`src/sv/vsvc_pkg.sv`:
```
// Shared types, layout constants and the unpack length function for the
// strip vertex counter. No dependencies.
`timescale 1ns / 1ps

package vsvc_pkg;

    localparam int TOTAL_BITS = 24;
    localparam int OUT_BITS   = 24;
    localparam int SKIP_W     = 11;
    localparam int CNT_W      = 15;

    localparam logic [31:0] W_HEADER = 32'h6C01_8000;
    localparam logic [31:0] W_MASK   = 32'h2000_0000;
    localparam logic [31:0] W_ROW    = 32'h3000_0000;
    localparam logic [31:0] W_KICK   = 32'h1400_0006;
    localparam logic [31:0] UNP_SEL  = 32'hFF00_4000;
    localparam logic [31:0] UNP_POS  = 32'h7900_0000;
    localparam logic [31:0] UNP_TEX  = 32'h7600_4000;
    localparam logic [31:0] UNP_COL  = 32'h6F00_0000;

    localparam logic [TOTAL_BITS-1:0] TOTAL_CAP = {TOTAL_BITS{1'b1}};
    localparam logic [OUT_BITS-1:0]   OUT_MAX   = {OUT_BITS{1'b1}};

    typedef enum logic [1:0] {
        ST_OK    = 2'd0,
        ST_CMD   = 2'd1,
        ST_TRUNC = 2'd2
    } status_t;

    typedef enum logic [10:0] {
        PH_START    = 11'b000_0000_0001,
        PH_COUNT    = 11'b000_0000_0010,
        PH_MASK_POS = 11'b000_0000_0100,
        PH_ROW_POS  = 11'b000_0000_1000,
        PH_UNP_POS  = 11'b000_0001_0000,
        PH_MASK_TEX = 11'b000_0010_0000,
        PH_ROW_TEX  = 11'b000_0100_0000,
        PH_UNP_TEX  = 11'b000_1000_0000,
        PH_UNP_COL  = 11'b001_0000_0000,
        PH_KICK     = 11'b010_0000_0000,
        PH_PAD      = 11'b100_0000_0000
    } phase_t;

    typedef struct packed {
        logic [OUT_BITS-1:0] vertex_total;
        status_t             status;
    } result_t;

    // Bytes per element component for the vl field.
    function automatic logic [2:0] elem_bytes(input logic [1:0] vl);
        logic [2:0] b;
        begin
            case (vl)
                2'd0:    b = 3'd4;
                2'd1:    b = 3'd2;
                2'd2:    b = 3'd1;
                default: b = 3'd2;
            endcase
            return b;
        end
    endfunction

    // Data words that follow an unpack command: ceil(n * size / 4).
    function automatic logic [SKIP_W-1:0] unpack_words(input logic [31:0] w);
        logic [4:0]  sz;
        logic [2:0]  comps;
        logic [11:0] bytes;
        logic [11:0] rounded;
        begin
            comps = 3'({1'b0, w[27:26]}) + 3'd1;
            if ((w & UNP_COL) == UNP_COL)
                sz = 5'd2;
            else
                sz = 5'(comps) * 5'(elem_bytes(w[25:24]));
            bytes   = 12'(w[23:16]) * 12'(sz);
            rounded = bytes + 12'd3;
            return SKIP_W'(rounded[11:2]);
        end
    endfunction

endpackage

```
`src/sv/vsvc_walker.sv`:
```
// Layout walk state, vertex sum and packet status for the strip vertex
// counter. Depends on vsvc_pkg.
`timescale 1ns / 1ps

module vsvc_walker
(
    input  logic             clk,
    input  logic             rst_n,
    input  logic             advance,
    input  logic [31:0]      word,
    input  logic             last,
    output vsvc_pkg::result_t result
);
    import vsvc_pkg::*;

    phase_t                  phase_reg, phase_next;
    logic [SKIP_W-1:0]       skip_reg, skip_next;
    logic                    first_reg, first_next;
    logic [TOTAL_BITS-1:0]   total_reg, total_next;
    logic                    err_reg, err_next;
    logic                    bad;
    logic [CNT_W-1:0]        nv;
    logic [TOTAL_BITS:0]     sum;
    logic [31:0]             total_ext;

    always_comb
    begin
        phase_next = phase_reg;
        skip_next  = skip_reg;
        first_next = first_reg;
        total_next = total_reg;
        bad        = 1'b0;
        nv         = word[CNT_W-1:0];
        sum        = '0;
        if (skip_reg != '0)
        begin
            skip_next = skip_reg - SKIP_W'(1);
        end
        else
        begin
            unique case (phase_reg)
                PH_COUNT:
                begin
                    if (!first_reg)
                        nv = (nv >= CNT_W'(2)) ? nv - CNT_W'(2) : '0;
                    first_next = 1'b0;
                    sum        = {1'b0, total_reg} + (TOTAL_BITS+1)'(nv);
                    total_next = (sum > {1'b0, TOTAL_CAP}) ? TOTAL_CAP
                                                          : sum[TOTAL_BITS-1:0];
                    phase_next = PH_MASK_POS;
                end
                PH_MASK_POS, PH_MASK_TEX:
                begin
                    bad        = (word != W_MASK);
                    skip_next  = SKIP_W'(1);
                    phase_next = (phase_reg == PH_MASK_POS) ? PH_ROW_POS : PH_ROW_TEX;
                end
                PH_ROW_POS, PH_ROW_TEX:
                begin
                    bad        = (word != W_ROW);
                    skip_next  = SKIP_W'(4);
                    phase_next = (phase_reg == PH_ROW_POS) ? PH_UNP_POS : PH_UNP_TEX;
                end
                PH_UNP_POS:
                begin
                    bad        = ((word & UNP_SEL) != UNP_POS);
                    skip_next  = unpack_words(word);
                    phase_next = PH_MASK_TEX;
                end
                PH_UNP_TEX:
                begin
                    bad        = ((word & UNP_SEL) != UNP_TEX);
                    skip_next  = unpack_words(word);
                    phase_next = PH_UNP_COL;
                end
                PH_UNP_COL:
                begin
                    bad        = ((word & UNP_SEL) != UNP_COL);
                    skip_next  = unpack_words(word);
                    phase_next = PH_KICK;
                end
                PH_KICK:
                begin
                    bad        = (word != W_KICK);
                    phase_next = PH_PAD;
                end
                PH_PAD:
                begin
                    // zero padding is consumed; anything else opens a batch
                    if (word != '0)
                    begin
                        bad        = (word != W_HEADER);
                        skip_next  = SKIP_W'(3);
                        phase_next = PH_COUNT;
                    end
                end
                default:
                begin
                    bad        = (word != W_HEADER);
                    skip_next  = SKIP_W'(3);
                    phase_next = PH_COUNT;
                end
            endcase
        end
        err_next = err_reg | bad;
    end

    always_comb
    begin
        total_ext = 32'(total_next);
        result.vertex_total = (total_ext > 32'(OUT_MAX)) ? OUT_MAX
                                                          : total_ext[OUT_BITS-1:0];
        if (err_next)
            result.status = ST_CMD;
        else if (phase_next == PH_PAD && skip_next == '0)
            result.status = ST_OK;
        else
            result.status = ST_TRUNC;
    end

    always_ff @(posedge clk or negedge rst_n)
    begin
        if (!rst_n)
        begin
            phase_reg <= PH_START;
            skip_reg  <= '0;
            first_reg <= 1'b1;
            total_reg <= '0;
            err_reg   <= 1'b0;
        end
        else if (advance)
        begin
            if (last)
            begin
                // packet done: back to reset values
                phase_reg <= PH_START;
                skip_reg  <= '0;
                first_reg <= 1'b1;
                total_reg <= '0;
                err_reg   <= 1'b0;
            end
            else
            begin
                phase_reg <= phase_next;
                skip_reg  <= skip_next;
                first_reg <= first_next;
                total_reg <= total_next;
                err_reg   <= err_next;
            end
        end
    end

    a_err_sticky: assert property (@(posedge clk) disable iff (!rst_n)
        err_reg && !(advance && last) |=> err_reg)
        else $error("error flag dropped inside a packet");

    a_skip_holds_phase: assert property (@(posedge clk) disable iff (!rst_n)
        advance && !last && skip_reg != '0 |=> $stable(phase_reg))
        else $error("phase moved while skipping data words");

    a_total_monotonic: assert property (@(posedge clk) disable iff (!rst_n)
        advance && !last |=> total_reg >= $past(total_reg))
        else $error("vertex sum decreased inside a packet");

endmodule

```
`src/sv/vif_strip_vertex_counter.sv`:
```
// Top level of the strip vertex counter: input register, layout walker and
// result register. Depends on vsvc_pkg and vsvc_walker.
//
//  channel  | dir | tdata                              | tlast
//  ---------+-----+------------------------------------+------------------
//  s_axis   | in  | [31:0] word                        | last word of packet
//  m_axis   | out | [23:0] vertex_total, [25:24] status| unused
//
// One word per cycle is taken while no packet-ending word waits on a stalled
// result; a result passes the input register, then the result register.
// Rate is set by the single walker step between the two registers.
// Reset clears the walk state, the input valid and the result valid.
// A stalled result holds only packet-ending words; other words keep flowing.
`timescale 1ns / 1ps

module vif_strip_vertex_counter
(
    input  logic        clk,
    input  logic        rst_n,
    input  logic        s_tvalid,
    output logic        s_tready,
    input  logic [31:0] s_tdata,   // [31:0] word
    input  logic        s_tlast,
    output logic        m_tvalid,
    input  logic        m_tready,
    output logic [31:0] m_tdata    // [23:0] vertex_total, [25:24] status, rest zero
);
    import vsvc_pkg::*;

    logic        in_valid_reg;
    logic [31:0] in_word_reg;
    logic        in_last_reg;
    logic        out_valid_reg;
    result_t     out_reg;
    result_t     result;
    logic        advance;

    // a non-last word never needs the result slot
    assign advance  = in_valid_reg && (!in_last_reg || !out_valid_reg || m_tready);
    assign s_tready = !in_valid_reg || advance;

    vsvc_walker u_walker
    (
        .clk     (clk),
        .rst_n   (rst_n),
        .advance (advance),
        .word    (in_word_reg),
        .last    (in_last_reg),
        .result  (result)
    );

    always_ff @(posedge clk or negedge rst_n)
    begin
        if (!rst_n)
        begin
            in_valid_reg  <= 1'b0;
            out_valid_reg <= 1'b0;
        end
        else
        begin
            if (s_tready)
                in_valid_reg <= s_tvalid;
            if (advance && in_last_reg)
                out_valid_reg <= 1'b1;
            else if (m_tready)
                out_valid_reg <= 1'b0;
        end
    end

    always_ff @(posedge clk)
    begin
        if (s_tready && s_tvalid)
        begin
            in_word_reg <= s_tdata;
            in_last_reg <= s_tlast;
        end
        if (advance && in_last_reg)
            out_reg <= result;
    end

    assign m_tvalid = out_valid_reg;
    assign m_tdata  = {6'd0, out_reg.status, out_reg.vertex_total};

    a_no_overwrite: assert property (@(posedge clk) disable iff (!rst_n)
        out_valid_reg && !m_tready |-> !(advance && in_last_reg))
        else $error("result overwritten before it was taken");

    a_input_held: assert property (@(posedge clk) disable iff (!rst_n)
        in_valid_reg && !advance |=> in_valid_reg && $stable(in_word_reg))
        else $error("stalled input item lost");

    a_status_code: assert property (@(posedge clk) disable iff (!rst_n)
        m_tvalid |-> (m_tdata[25:24] == ST_OK || m_tdata[25:24] == ST_CMD ||
                      m_tdata[25:24] == ST_TRUNC))
        else $error("undefined status code");

endmodule
```
`config.mk`:
```
export PLATFORM = sky130hd
export DESIGN_NAME = vif_strip_vertex_counter
export DESIGN_NICKNAME = d
export VERILOG_FILES = /design/src/sv/vsvc_pkg.sv /design/src/sv/vsvc_walker.sv /design/src/sv/vif_strip_vertex_counter.sv
export SDC_FILE = /design/constraint.sdc
export NUM_CORES = 1
export LEC_CHECK = 0
export ABC_AREA = 1
export CAP_MARGIN = 10
export CORE_MARGIN = 2
export CORE_UTILIZATION = 50
export CTS_BUF_LIST = sky130_fd_sc_hd__clkbuf_4 sky130_fd_sc_hd__clkbuf_8
export CTS_CLUSTER_DIAMETER = 120
export DETAILED_ROUTE_END_ITERATION = 6
export DONT_BUFFER_PORTS = 1
export HOLD_SLACK_MARGIN = 0.08
export SLEW_MARGIN = 20
export SYNTH_ARGS = -nofsm -noshare
export SYNTH_HDL_FRONTEND = slang
export SYNTH_HIERARCHICAL = 1
export SYNTH_SLANG_ARGS = --single-unit
```
`constraint.sdc`:
```
create_clock -name clk -period 18.6 [get_ports clk]
set_input_delay 2.79 -clock clk [delete_from_list [all_inputs] [get_ports clk]]
set_output_delay 2.79 -clock clk [all_outputs]
set_load 0.02 [all_outputs]
```
# ---- After elaboration in Yosys (flattened, before gate mapping)
# Cells that the tools add are included.
# W data, S select, Z words.
dict set report word_totals {
  output_inout_bits 34
  romBits 0
  mem_count 0
  elab_cells 113
  ramBits 0
  input_bits 37
  register_bits 109
  latchBits 0
}
dict set report classes {
  addsub 7
  n_reduce_logical 20
  bitwise 1
  div 0
  mux 45
  eq_ne 21
  magnitude_cmp 2
  shift 0
  n_mul 6
}
# op count
set op_table {}
lappend op_table {{$mux W24} 4}
lappend op_table {{$pmux W11 S8} 1}
lappend op_table {{$pmux W11 S7} 1}
lappend op_table {{$mux W11} 6}
lappend op_table {{$ne A32 B30 Y1 const B} 2}
lappend op_table {{$mux W15} 4}
lappend op_table {{$mux W5} 9}
lappend op_table {{$add A12 B2 Y12 const B} 3}
lappend op_table {{$mul A8 B5 Y12} 3}
lappend op_table {{$ne A32 B29 Y1 const B} 1}
lappend op_table {{$ne A32 B31 Y1 const B} 1}
lappend op_table {{$reduce_bool A32 Y1} 1}
lappend op_table {{$ne A9 B8 Y1 const B} 3}
lappend op_table {{$add A24 B15 Y25} 1}
lappend op_table {{$gt A25 B24 Y1 const B} 1}
lappend op_table {{$eq A11 B11 Y1 const B} 2}
lappend op_table {{$mux W3} 7}
lappend op_table {{$ge A15 B2 Y1 const B} 1}
lappend op_table {{$mul A3 B3 Y5} 3}
lappend op_table {{$sub A15 B2 Y15 const B} 1}
lappend op_table {{$eq A11 B10 Y1 const B} 1}
lappend op_table {{$eq A11 B2 Y1 const B} 1}
lappend op_table {{$eq A11 B3 Y1 const B} 1}
lappend op_table {{$eq A11 B4 Y1 const B} 1}
lappend op_table {{26 further kinds} 43}

# ---- Longest topological paths before layout
# Gate-level depths: netlist (run 1).
dict set report depth {
  ltp_word 16
  depth_mapped 36
  mapped_depth_nobuf 36
}

# ---- Modules after synthesis
# Netlist (run 1), hierarchy kept.
# module instances seq_area_each_um2 cells_each area_per_inst_um2
set by_module_without_submodules {}
lappend by_module_without_submodules {vsvc_walker 1 1203.7 1051 6516.2}
lappend by_module_without_submodules {vif_strip_vertex_counter 1 1821.7 80 1928.1}

# ---- Worst setup path after synthesis (run 1)
# OpenSTA, ideal clock, no wires.
dict set report synth_timing {
  kind {reg-to-reg}
  startpoint {register in_word_reg[26]}
  endpoint {register out_reg (netlist bit m_tdata[25]), data pin}
  required_time_ns 18.351
  n_path_buf 0
  arrival_ns 5.630
  stages_incl_launch_ff 32
  synth_period_minus_slack_ns 5.879
  setup_slack_ns 12.721
  setup_ns 0.249
  cell_sequence {edfxtp_1 inv_1 ha_1 nand2_1 fa_1 inv_1 ha_1 fa_1 nand3_1 nand2_1 nor2_1 inv_1 nor2_1 fa_1 fa_1 inv_1 fa_1 inv_1 ha_1 a21oi_1 nand3_1 or2_2 nand3_1 nand3_1 nand2_1 nand2_1 nor2_1 nand2_1 nor2_1 nand3_1 nand2_1 inv_1}
}
dict set report synth_via {
  elab_chain_len 12
  elab_cells_between_ends 42
  classes_between {add/sub: 4; mul: 6; eq/ne: 9; mux: 19; bitwise: 1; reduce/logical: 3}
}
# item line_no
set synth_rtl {}
lappend synth_rtl {{from (decl)} vif_strip_vertex_counter.sv:31} ;# logic [31:0] in_word_reg;
lappend synth_rtl {{from (signal assigned)} vif_strip_vertex_counter.sv:74} ;# in_word_reg <= s_tdata;
lappend synth_rtl {{$add A2 B1 Y3} vsvc_pkg.sv:70} ;# comps = 3'({1'b0, w[27:26]}) + 3'd1;
lappend synth_rtl {{$mul A3 B3 Y5} vsvc_pkg.sv:74} ;# sz = 5'(comps) * 5'(elem_bytes(w[25:24]));
lappend synth_rtl {{$mux W5} vsvc_pkg.sv:71} ;# if ((w & UNP_COL) == UNP_COL)
lappend synth_rtl {{$mux W5} vsvc_walker.sv:41} ;# unique case (phase_reg)
lappend synth_rtl {{$mux W5} vsvc_walker.sv:35} ;# if (skip_reg != '0)
lappend synth_rtl {{$mul A8 B5 Y12} vsvc_pkg.sv:75} ;# bytes = 12'(w[23:16]) * 12'(sz);
lappend synth_rtl {{$add A12 B2 Y12} vsvc_pkg.sv:76} ;# rounded = bytes + 12'd3;
lappend synth_rtl {{$pmux W11 S7} vsvc_walker.sv:41}
lappend synth_rtl {{$mux W11} vsvc_walker.sv:35}
lappend synth_rtl {{$logic_not A11 Y1} vsvc_walker.sv:115} ;# else if (phase_next == PH_PAD && skip_next == '0)
lappend synth_rtl {{$logic_and A1 B1 Y1} vsvc_walker.sv:115}
lappend synth_rtl {{$mux W2} vsvc_walker.sv:115}
lappend synth_rtl {{to (signal assigned)} vif_strip_vertex_counter.sv:78} ;# out_reg <= result;
lappend synth_rtl {{to (decl)} vif_strip_vertex_counter.sv:34} ;# result_t out_reg;
# Several ways; a longest one is shown, not always the timed one. The select of a mux whose other input is x is not followed.
# A chain may end at the register's enable or synchronous reset.

# ---- Final worst setup path (run 1)
# Same ends and word-level chain as after synthesis.

==> flow_summary.ini, run 1 <==
[outcome]
status = complete, no violations

[sta]
hold_viol_final = 0
finClkSkew_ns = 0.0142
setup_violations = 0
finalMaxSlewViolations = 0
slew_headroom_pct = 42.5
tightest_slew_ns = 0.862
fin_crit_sh_pct = 34.0
rsz0062_at_grt = false
max_freq_ghz = 0.158
final.setup.tns_ns = 0
min_period_ns = 6.32

[worst_setup_path]
worst-path-buf-inv = 6
worst_path_dominant_cell_family = adder cells
crit_type = reg -> reg
critPathLaunch = in_word_reg[26]
worstRegToRegCells = 31
end_kind = flip-flop
crit-reg2reg-capture = m_tdata[25]
rrSetupSlack_ns = 12.28
required_ns = 18.77
path_max_fanout = 6
slowest_delay_ns = 0.54
r2r_start = in_word_reg[26]
arrival_ns = 6.48
critPathLaunchType = flip-flop
cp_slowest_cell = fa_1

[clocking]
clk_pin_slew_worst_paths_ns = 0.11
root_buffer = clkbuf_8
cts_setup_buffers = 0
cts_tree = yes
clockBufferDepth = 2
postCtsHoldBufs = 0
clk_latency_ns = 0.39
numCtsBuffers = 9
clock_sinks = 109
post_cts_resized = 0
htreeDepth = 3

[grt]
grtUsageTotal_pct = 23.3
overflow = 0
grt_start_max_net_pins = 51
grt_pass1_wl_um = 33200
grt_pass1_vias = 6472
antenna_found_initial = 0

[layout]
finish.utilization_pct = 53.6
fill_cells = 1656
fin_cells = 1355
design_area_um2 = 8860
largest_reg_flops = 32
drive_gt1_share_pct = 7.67
area_growth_pct = 4.98
fin_nets = 1228
n_antenna_cell = 0

[route]
drcViolationCount = 0
wl_um = 20200
viasPerCell = 5.18
ant_nets = 0
vias = 7017
drt_iter0_markers = 540
detail_route.first_pass.iterations = 4
wire_per_inst_um = 14.9

[power_and_ir_drop]
p_leak_nw = 4.33
power_density_nw_per_um2 = 80.9
p_total_mw = 0.717
ir_worst_vdd_v = 0.0000491

[floorplan]
rows = 47
coreArea_um2 = 16500
fp.dieH_um = 134
ios = 71
die_width_um = 134
die_area_um2 = 17900
initial_core_util_pct = 51.1

[logic_synthesis]
synth-seq-cells = 109
synth_top_cell_area_share_pct = 21.0
yosys_most_used_dff = edfxtp_1
synth_cell_types = 50
syn-cell-area_um2 = 8440
yosys-top-cells-area = edfxtp_1 21%, dfrtp_1 14%, nand2_1 13%, nor2_1 7.2%, inv_1 6.8%
async_flop_share_pct = 45.9
syn_inst = 1131
seq_area_frac_synth_pct = 35.8
synth_top_area_cell = edfxtp_1
avgSynthCellArea_um2 = 7.47
yosysWarnings = 6
synth_edf_count = 59

[flow_run]
drv_cap = 0

[placed_design]
io_buffers = 0
dpl.cell_count = 1339
hpwlAfterDp_um = 15700
dpl_cell_area_um2 = 8660
gp_congestion = 0.963

[hold_path]
hp-class = reg -> reg
hold_path_end = u_walker/total_reg[0]
hp-start = u_walker/total_reg[0]
hold_depth = 2
logic make-up after synthesis:
family          after synthesis  share of synthesized area (%)
simple gates                620                           32.3
buf+inv                     185                           8.73
compound gates              122                           8.89
flops                       109                           35.8
fa+ha+maj                    61                           10.8
xor+xnor                     33                           3.42
other cells                   1                         0.0444
final cells by class:
type	count	area (um2)	share of cell area [%]
clock buffer	12	153	1.72
clock inverter	4	50.0	0.565
inverter	165	629	7.10
multi-input combinational	842	4710	53.1
sequential	109	3030	34.1
tap	220	275	3.11
timing repair buffer	3	22.5	0.254
worst max-delay path by stage:
stage / endpoint / slack [ns] / cells past startpoint
2_1_floorplan: m_tdata[25] / 12.72 / 31
4_1_cts: m_tdata[25] / 12.26 / 31
3_3_place_gp: m_tdata[25] / 12.40 / 31
3_5_place_dp: m_tdata[25] / 12.28 / 31
6_report: m_tdata[25] / 12.28 / 31
5_1_grt: m_tdata[25] / 11.76 / 33
tightest hold or removal path, stage by stage (launching register included):
cell     delay (ns)
dfrtp_1        0.39
nand2_1        0.06
nand2_1        0.06
layout by cell type (no fill, tap or decap), types with 3 or more instances in the layout:
cell type	Yosys	layout
a21oi_1	39	39
a21oi_4	7	7
a22o_1	3	3
a31oi_1	4	3
buf_4	7	3
clkbuf_8	0	10
conb_1	1	6
dfrtp_1	48	48
edfxtp_1	59	59
fa_1	20	20
ha_1	41	41
inv_1	154	153
inv_2	9	10
nand2_1	290	290
nand2_2	10	10
nand2_4	4	4
nand3_1	78	78
nand3_2	4	4
nand3b_1	8	8
nand4_1	14	14
nor2_1	162	161
nor2_2	13	14
nor2_4	3	3
nor3_1	18	18
nor4_1	4	4
o21ai_0	46	46
o22ai_1	10	10
or2_2	3	3
xnor2_1	12	12
xor2_1	21	21
metrics by stage:
step | hold WS [ns] | setup slack (ns)
6_report | 0.531 | 12.28
5_1_grt | 0.565 | 11.76
4_1_cts | 0.537 | 12.26
3_5_place_dp | 0.507 | 12.28
3_3_place_gp | 0.494 | 12.40
2_1_floorplan | 0.473 | 12.72
cell usage after synthesis (4+ instances only):
master and n:
inv_1 154, buf_2 5, nor2_1 162, a21oi_1 39, xor2_1 21, nand3b_1 8
buf_4 7, fa_1 20, nand2_1 290, nand2_4 4, edfxtp_1 59, nand3_1 78
nand2_2 10, clkbuf_1 8, o21ai_0 46, dfrtp_1 48, inv_2 9, nand4_1 14
ha_1 41, xnor2_1 12, nor3_1 18, a31oi_1 4, o22ai_1 10, nor2_2 13
nand3_2 4, a21oi_4 7, nor4_1 4
per-layer routing:
metal	vias up	wire length (um)	share of wire (%)	global-route usage [%]
met5	-	0	0	0
met4	0	253	1.3	5.56
met3	18	997	4.9	4.23
met2	187	8520	42	34.6
met1	3172	10500	52	35.4
li1	3640	-	-	-
report_power, final:
group	switching [mW]	leakage (nW)	internal, mW	total (mW)
clock	0.0849	0.0994	0.0689	0.154
sequential	0.0258	1.25	0.280	0.305
combinational	0.175	2.98	0.0835	0.258
Power figures use the tool's default switching activity.
==> inputs of run 2 (changes only) <==
==> constraint.sdc (replaced) <==
create_clock -name clk -period 6.51 [get_ports clk]
set_input_delay 0.9765 -clock clk [delete_from_list [all_inputs] [get_ports clk]]
set_output_delay 0.9765 -clock clk [all_outputs]
set_load 0.02 [all_outputs]
==> run 2 against run 1 <==
Count of clock-buffer cells in the layout is 1 lower. Clock skew rose by 0.00064 ns. Fmax grew 4.8%. Critical path type unchanged. Largest power group unchanged. Clock power grew to 2.7 times the previous value.
==> flow_summary.ini, run 2 (same netlist as run 1, synthesis figures left out) <==
[route]
drt_iter0_markers = 492
detail_route.first_pass.iterations = 5
drcViolationCount = 0
wire_per_inst_um = 14.7
ant_nets = 0
wl_um = 20000
vias = 7004
viasPerCell = 5.17

[worst_setup_path]
critPathLaunchType = flip-flop
critPathMostFrequentCell = nand2_1
arrival_ns = 6.20
worstRegToRegCells = 33
end_kind = flip-flop
rrSetupSlack_ns = 0.48
cp-endpoint = m_tdata[25]
path_max_fanout = 6
crit-reg2reg-capture = m_tdata[25]
slowest_delay_ns = 0.54
required_ns = 6.68
critPathLaunch = in_word_reg[26]
crit_type = reg -> reg
r2r_start = in_word_reg[26]
cp_slowest_cell = fa_1

[clocking]
clockBufferDepth = 2
clk_pin_slew_worst_paths_ns = 0.11
htreeDepth = 3
clk_latency_ns = 0.39
clock_sinks = 109
cts_tree = yes
numCtsBuffers = 9
root_buffer = clkbuf_8
postCtsHoldBufs = 0

[grt]
grt_start_max_net_pins = 51
overflow = 0
grt_pass1_vias = 6488
grt_pass1_wl_um = 33000
antenna_found_initial = 0
grtUsageTotal_pct = 23.1

[placed_design]
gp_congestion = 0.957
hpwlAfterDp_um = 15700
dpl.cell_count = 1339
dpl_cell_area_um2 = 8660
pre_cts_ws_ns = 0.241
io_buffers = 0

[floorplan]
rows = 47
initial_core_util_pct = 51.1
die_area_um2 = 17900
ios = 71
die_width_um = 134
coreArea_um2 = 16500
fp.dieH_um = 134

[layout]
finish.utilization_pct = 53.7
drive_gt1_share_pct = 8.27
fin_cells = 1356
design_area_um2 = 8880
area_growth_pct = 5.14
fin_nets = 1229
n_antenna_cell = 0
largest_reg_flops = 32
final_cell_mix = 290 x nand2_1, 158 x nor2_1, 151 x inv_1
layout_commonest_cell = nand2_1

[power_and_ir_drop]
ir_worst_vdd_v = 0.000176
pwr-share-seq_pct = 43.2
p_sw_mw = 0.821
swShare_pct = 40.6
p_total_mw = 2.02
p_leak_nw = 4.33
pwr-share-clk_pct = 20.3
comb_power_share_pct = 36.5
power_density_nw_per_um2 = 228
p_int_mw = 1.20

[sta]
fin_crit_sh_pct = 92.6
fin_ws_ns = 0.481
finClkSkew_ns = 0.0148
min_period_ns = 6.03
hold_viol_final = 0
finalMaxSlewViolations = 0
max_freq_ghz = 0.166
tightest_slew_ns = 0.859
setup_violations = 0
final.setup.tns_ns = 0
slew_headroom_pct = 42.7
whs_ns = 0.259

[hold_path]
hp-class = in -> async

[flow_run]
drv_cap = 0

[outcome]
status = complete, no violations
==> run 2: changes by cell type in the layout (fill, tap and decap cells not counted), moves of 2 or more <==
cell / change
nor2_1: -3
clkbuf_4: -2
inv_1: -2
inv_2: +2
inv_6: +2
nor2_2: +2
==> run 2: how the worst min path moves through the flow <==
stage,endpoint,slack [ns],startpoint
5_1_grt,u_walker/skip_reg[4],0.24,rst_n
3_3_place_gp,u_walker/total_reg[12],0.49,u_walker/total_reg[12]
3_5_place_dp,u_walker/total_reg[0],0.51,u_walker/total_reg[0]
4_1_cts,u_walker/skip_reg[4],0.24,rst_n
6_report,u_walker/skip_reg[4],0.26,rst_n
2_1_floorplan,u_walker/total_reg[12],0.47,u_walker/total_reg[12]
==> run 2: power groups by stage <==
stage | clock network (mW) | logic, mW | registers, mW
after floorplan | 0 | 0.587 | 0.868
after global placement | 0 | 0.730 | 0.887
after detailed placement | 0 | 0.725 | 0.887
after CTS | 0.430 | 0.732 | 0.872
after global routing | 0.454 | 0.836 | 0.883
final | 0.411 | 0.737 | 0.873
==> run 2: repair_timing <==
item                       in CTS  in global routing
buffers inserted                0                  1
resized for setup               0                  7
setup endpoints to repair       0                  1
==> run 2: layout make-up <==
cell class	count	area (um2)
clock buffers	11	151
clock inverters	5	41.3
fillers	1642	7650
inverters	165	629
multi-input cells	842	4730
flip-flops and latches	109	3030
well taps	220	275
repair buffers	4	30.0
==> run 2: per-layer routing <==
| layer | up-vias | track usage, % | share of wire (%) |
|---|---|---|---|
| li1 | 3638 | - | - |
| met1 | 3189 | 34.4 | 51 |
| met2 | 163 | 34.6 | 43 |
| met3 | 14 | 4.69 | 4.8 |
| met4 | 0 | 5.38 | 0.99 |
| met5 | - | 0 | 0 |
==> run 2: worst max-delay path: cells and delay by family, from the launching register on <==
kind / cells / cell delay (ns)
adders and majority gates: 8 / 3.22
DFF: 1 / 0.42
buffers and inverters: 7 / 0.39
and+or+nand+nor: 18 / 1.77
==> inputs of run 3 (changes only) <==
--- a/config.mk
+++ b/config.mk
@@ -14,6 +14,7 @@
 export DETAILED_ROUTE_END_ITERATION = 6
 export DONT_BUFFER_PORTS = 1
 export HOLD_SLACK_MARGIN = 0.08
+export PLACE_DENSITY = 0.68
 export SLEW_MARGIN = 20
 export SYNTH_ARGS = -nofsm -noshare
 export SYNTH_HDL_FRONTEND = slang
==> constraint.sdc (replaced) <==
create_clock -name clk -period 5 [get_ports clk]
set_input_delay 0.75 -clock clk [delete_from_list [all_inputs] [get_ports clk]]
set_output_delay 0.75 -clock clk [all_outputs]
set_load 0.1 [all_outputs]
==> run 3 against run 2 <==
The run now ends with negative setup slack left. Highest routed layer unchanged. Register-to-register slack worse by 0.99 ns. Combinational power up 67%. Sequential power grew 41%. Non-clock buffer count up 42. First-iteration DRC count grew 15%. Critical path depth shrank 1. Final cell count is 3.1% higher. Final area increased by 6.4%.
==> flow_summary.ini, run 3 (same netlist as run 1, synthesis figures left out) <==
[sta]
slew_headroom_pct = 32.5
finClkSkew_ns = 0.0147
tightest_slew_ns = 1.01
hold_viol_final = 0
fin_crit_sh_pct = 110
setup_violations = 8
min_period_ns = 5.51
max_freq_ghz = 0.182
finalMaxSlewViolations = 0
rsz0062_at_grt = true
fin_ws_ns = -0.509
whs_ns = 0.184

[clocking]
root_buffer = clkbuf_8
clock_sinks = 109
htreeDepth = 3
clockBufferDepth = 2
numCtsBuffers = 9
clk_pin_slew_worst_paths_ns = 0.10
cts_tree = yes
clk_latency_ns = 0.40

[grt]
grt_start_max_net_pins = 49
antenna_found_initial = 0
grt_pass1_vias = 6842
grt-busiest-layer = met1
met3_usage_pct = 4.80
grtUsageTotal_pct = 24.0
grt_pass1_wl_um = 34400
grtUsageMet1_pct = 36.3
grtUsageMet2_pct = 36.2
overflow = 0

[worst_setup_path]
worstRegToRegCells = 32
path_max_fanout = 5
crit_type = reg -> reg
end_kind = flip-flop
r2r_start = in_word_reg[26]
crit-reg2reg-capture = m_tdata[25]
slowest_delay_ns = 0.51
arrival_ns = 5.67
rrSetupSlack_ns = -0.51
critPathLaunchType = flip-flop
required_ns = 5.16
cp_slowest_cell = fa_1
critPathLaunch = in_word_reg[26]

[placed_design]
pre_cts_ws_ns = -0.588
io_buffers = 0
gp_congestion = 0.919
hpwlAfterDp_um = 16000

[floorplan]
coreArea_um2 = 16500
ios = 71
rows = 47
initial_core_util_pct = 51.1
fp.dieH_um = 134
die_area_um2 = 17900
die_width_um = 134

[hold_path]
hp-class = in -> async

[outcome]
violations = negative setup slack
status = finished, violations left

[layout]
n_antenna_cell = 0
drive_gt1_share_pct = 15.5
fill_cells = 1549
area_growth_pct = 11.9
final_cell_mix = 271 x nand2_1, 151 x nor2_1, 143 x inv_1
layout_commonest_cell = nand2_1
largest_reg_flops = 32
fin_nets = 1271

[power_and_ir_drop]
p_leak_nw = 4.56
power_density_nw_per_um2 = 319
ir_worst_vdd_v = 0.000233
p_total_mw = 3.02

[route]
viasPerCell = 5.34
wl_um = 21000
detail_route.first_pass.iterations = 5
drt_iter0_markers = 564
wire_per_inst_um = 15.0
drcViolationCount = 0
ant_nets = 0
vias = 7460

[flow_run]
drv_cap = 0
==> run 3: cell type report <==
class                      instances  area [um2]  area share (%)
inverter                         165         632            6.69
sequential                       109        3030            32.0
timing repair buffer              46         377            3.99
clock inverter                     5        58.8           0.622
clock buffer                      11         139            1.47
tap                              220         275            2.91
multi-input combinational        842        4940            52.3
==> run 3: timing repair <==
action | 4_1_cts | 5_1_grt
setup endpoints to repair | 8 | 9
resized for setup | 20 | 20
setup buffers | 7 | 3
hold endpoints to repair | 48 | 0
hold buffers | 1 | 0
pin swaps | 19 | 9
==> run 3: power breakdown <==
part | total (mW) | internal (mW) | switching (mW)
sequential | 1.23 | 1.04 | 0.186
combinational | 1.23 | 0.472 | 0.762
clock | 0.559 | 0.245 | 0.314
==> run 3: routing by layer <==
layer  vias up  wire (um)
met4         0        152
met3        16       1570
met2       259       9210
li1       3725          -
met5         -          0
met1      3460      10000
==> run 3: stage by stage <==
step	TNS [ns]	area (um2)	instances	utilization, %
finish	-2.03	9450	1398	57.2
global route	-4.36	9450	1398	57.2
CTS	-1.95	9370	1395	56.7
detailed placement	-2.45	9020	1371	54.6
global placement	-1.76	9020	1371	54.6
floorplan	-0.437	8580	1136	-
==> run 3: worst max-delay path: cells and delay by family, from the launching register on <==
| kind | cells | cell delay [ns] |
|---|---|---|
| flip-flops | 1 | 0.40 |
| adder cells (fa/ha/maj) | 8 | 2.96 |
| AO/OA/AOI/OAI | 1 | 0.18 |
| AND/OR/NAND/NOR | 16 | 1.32 |
| buffers and inverters | 7 | 0.42 |
==> run 3: worst max path at each step <==
stage,to,slack (ns),cells after the start
6_report,m_tdata[25],-0.51,32
2_1_floorplan,m_tdata[25],-0.39,31
3_3_place_gp,m_tdata[25],-0.51,32
5_1_grt,m_tdata[25],-0.80,33
3_5_place_dp,m_tdata[25],-0.59,32
4_1_cts,m_tdata[25],-0.48,31
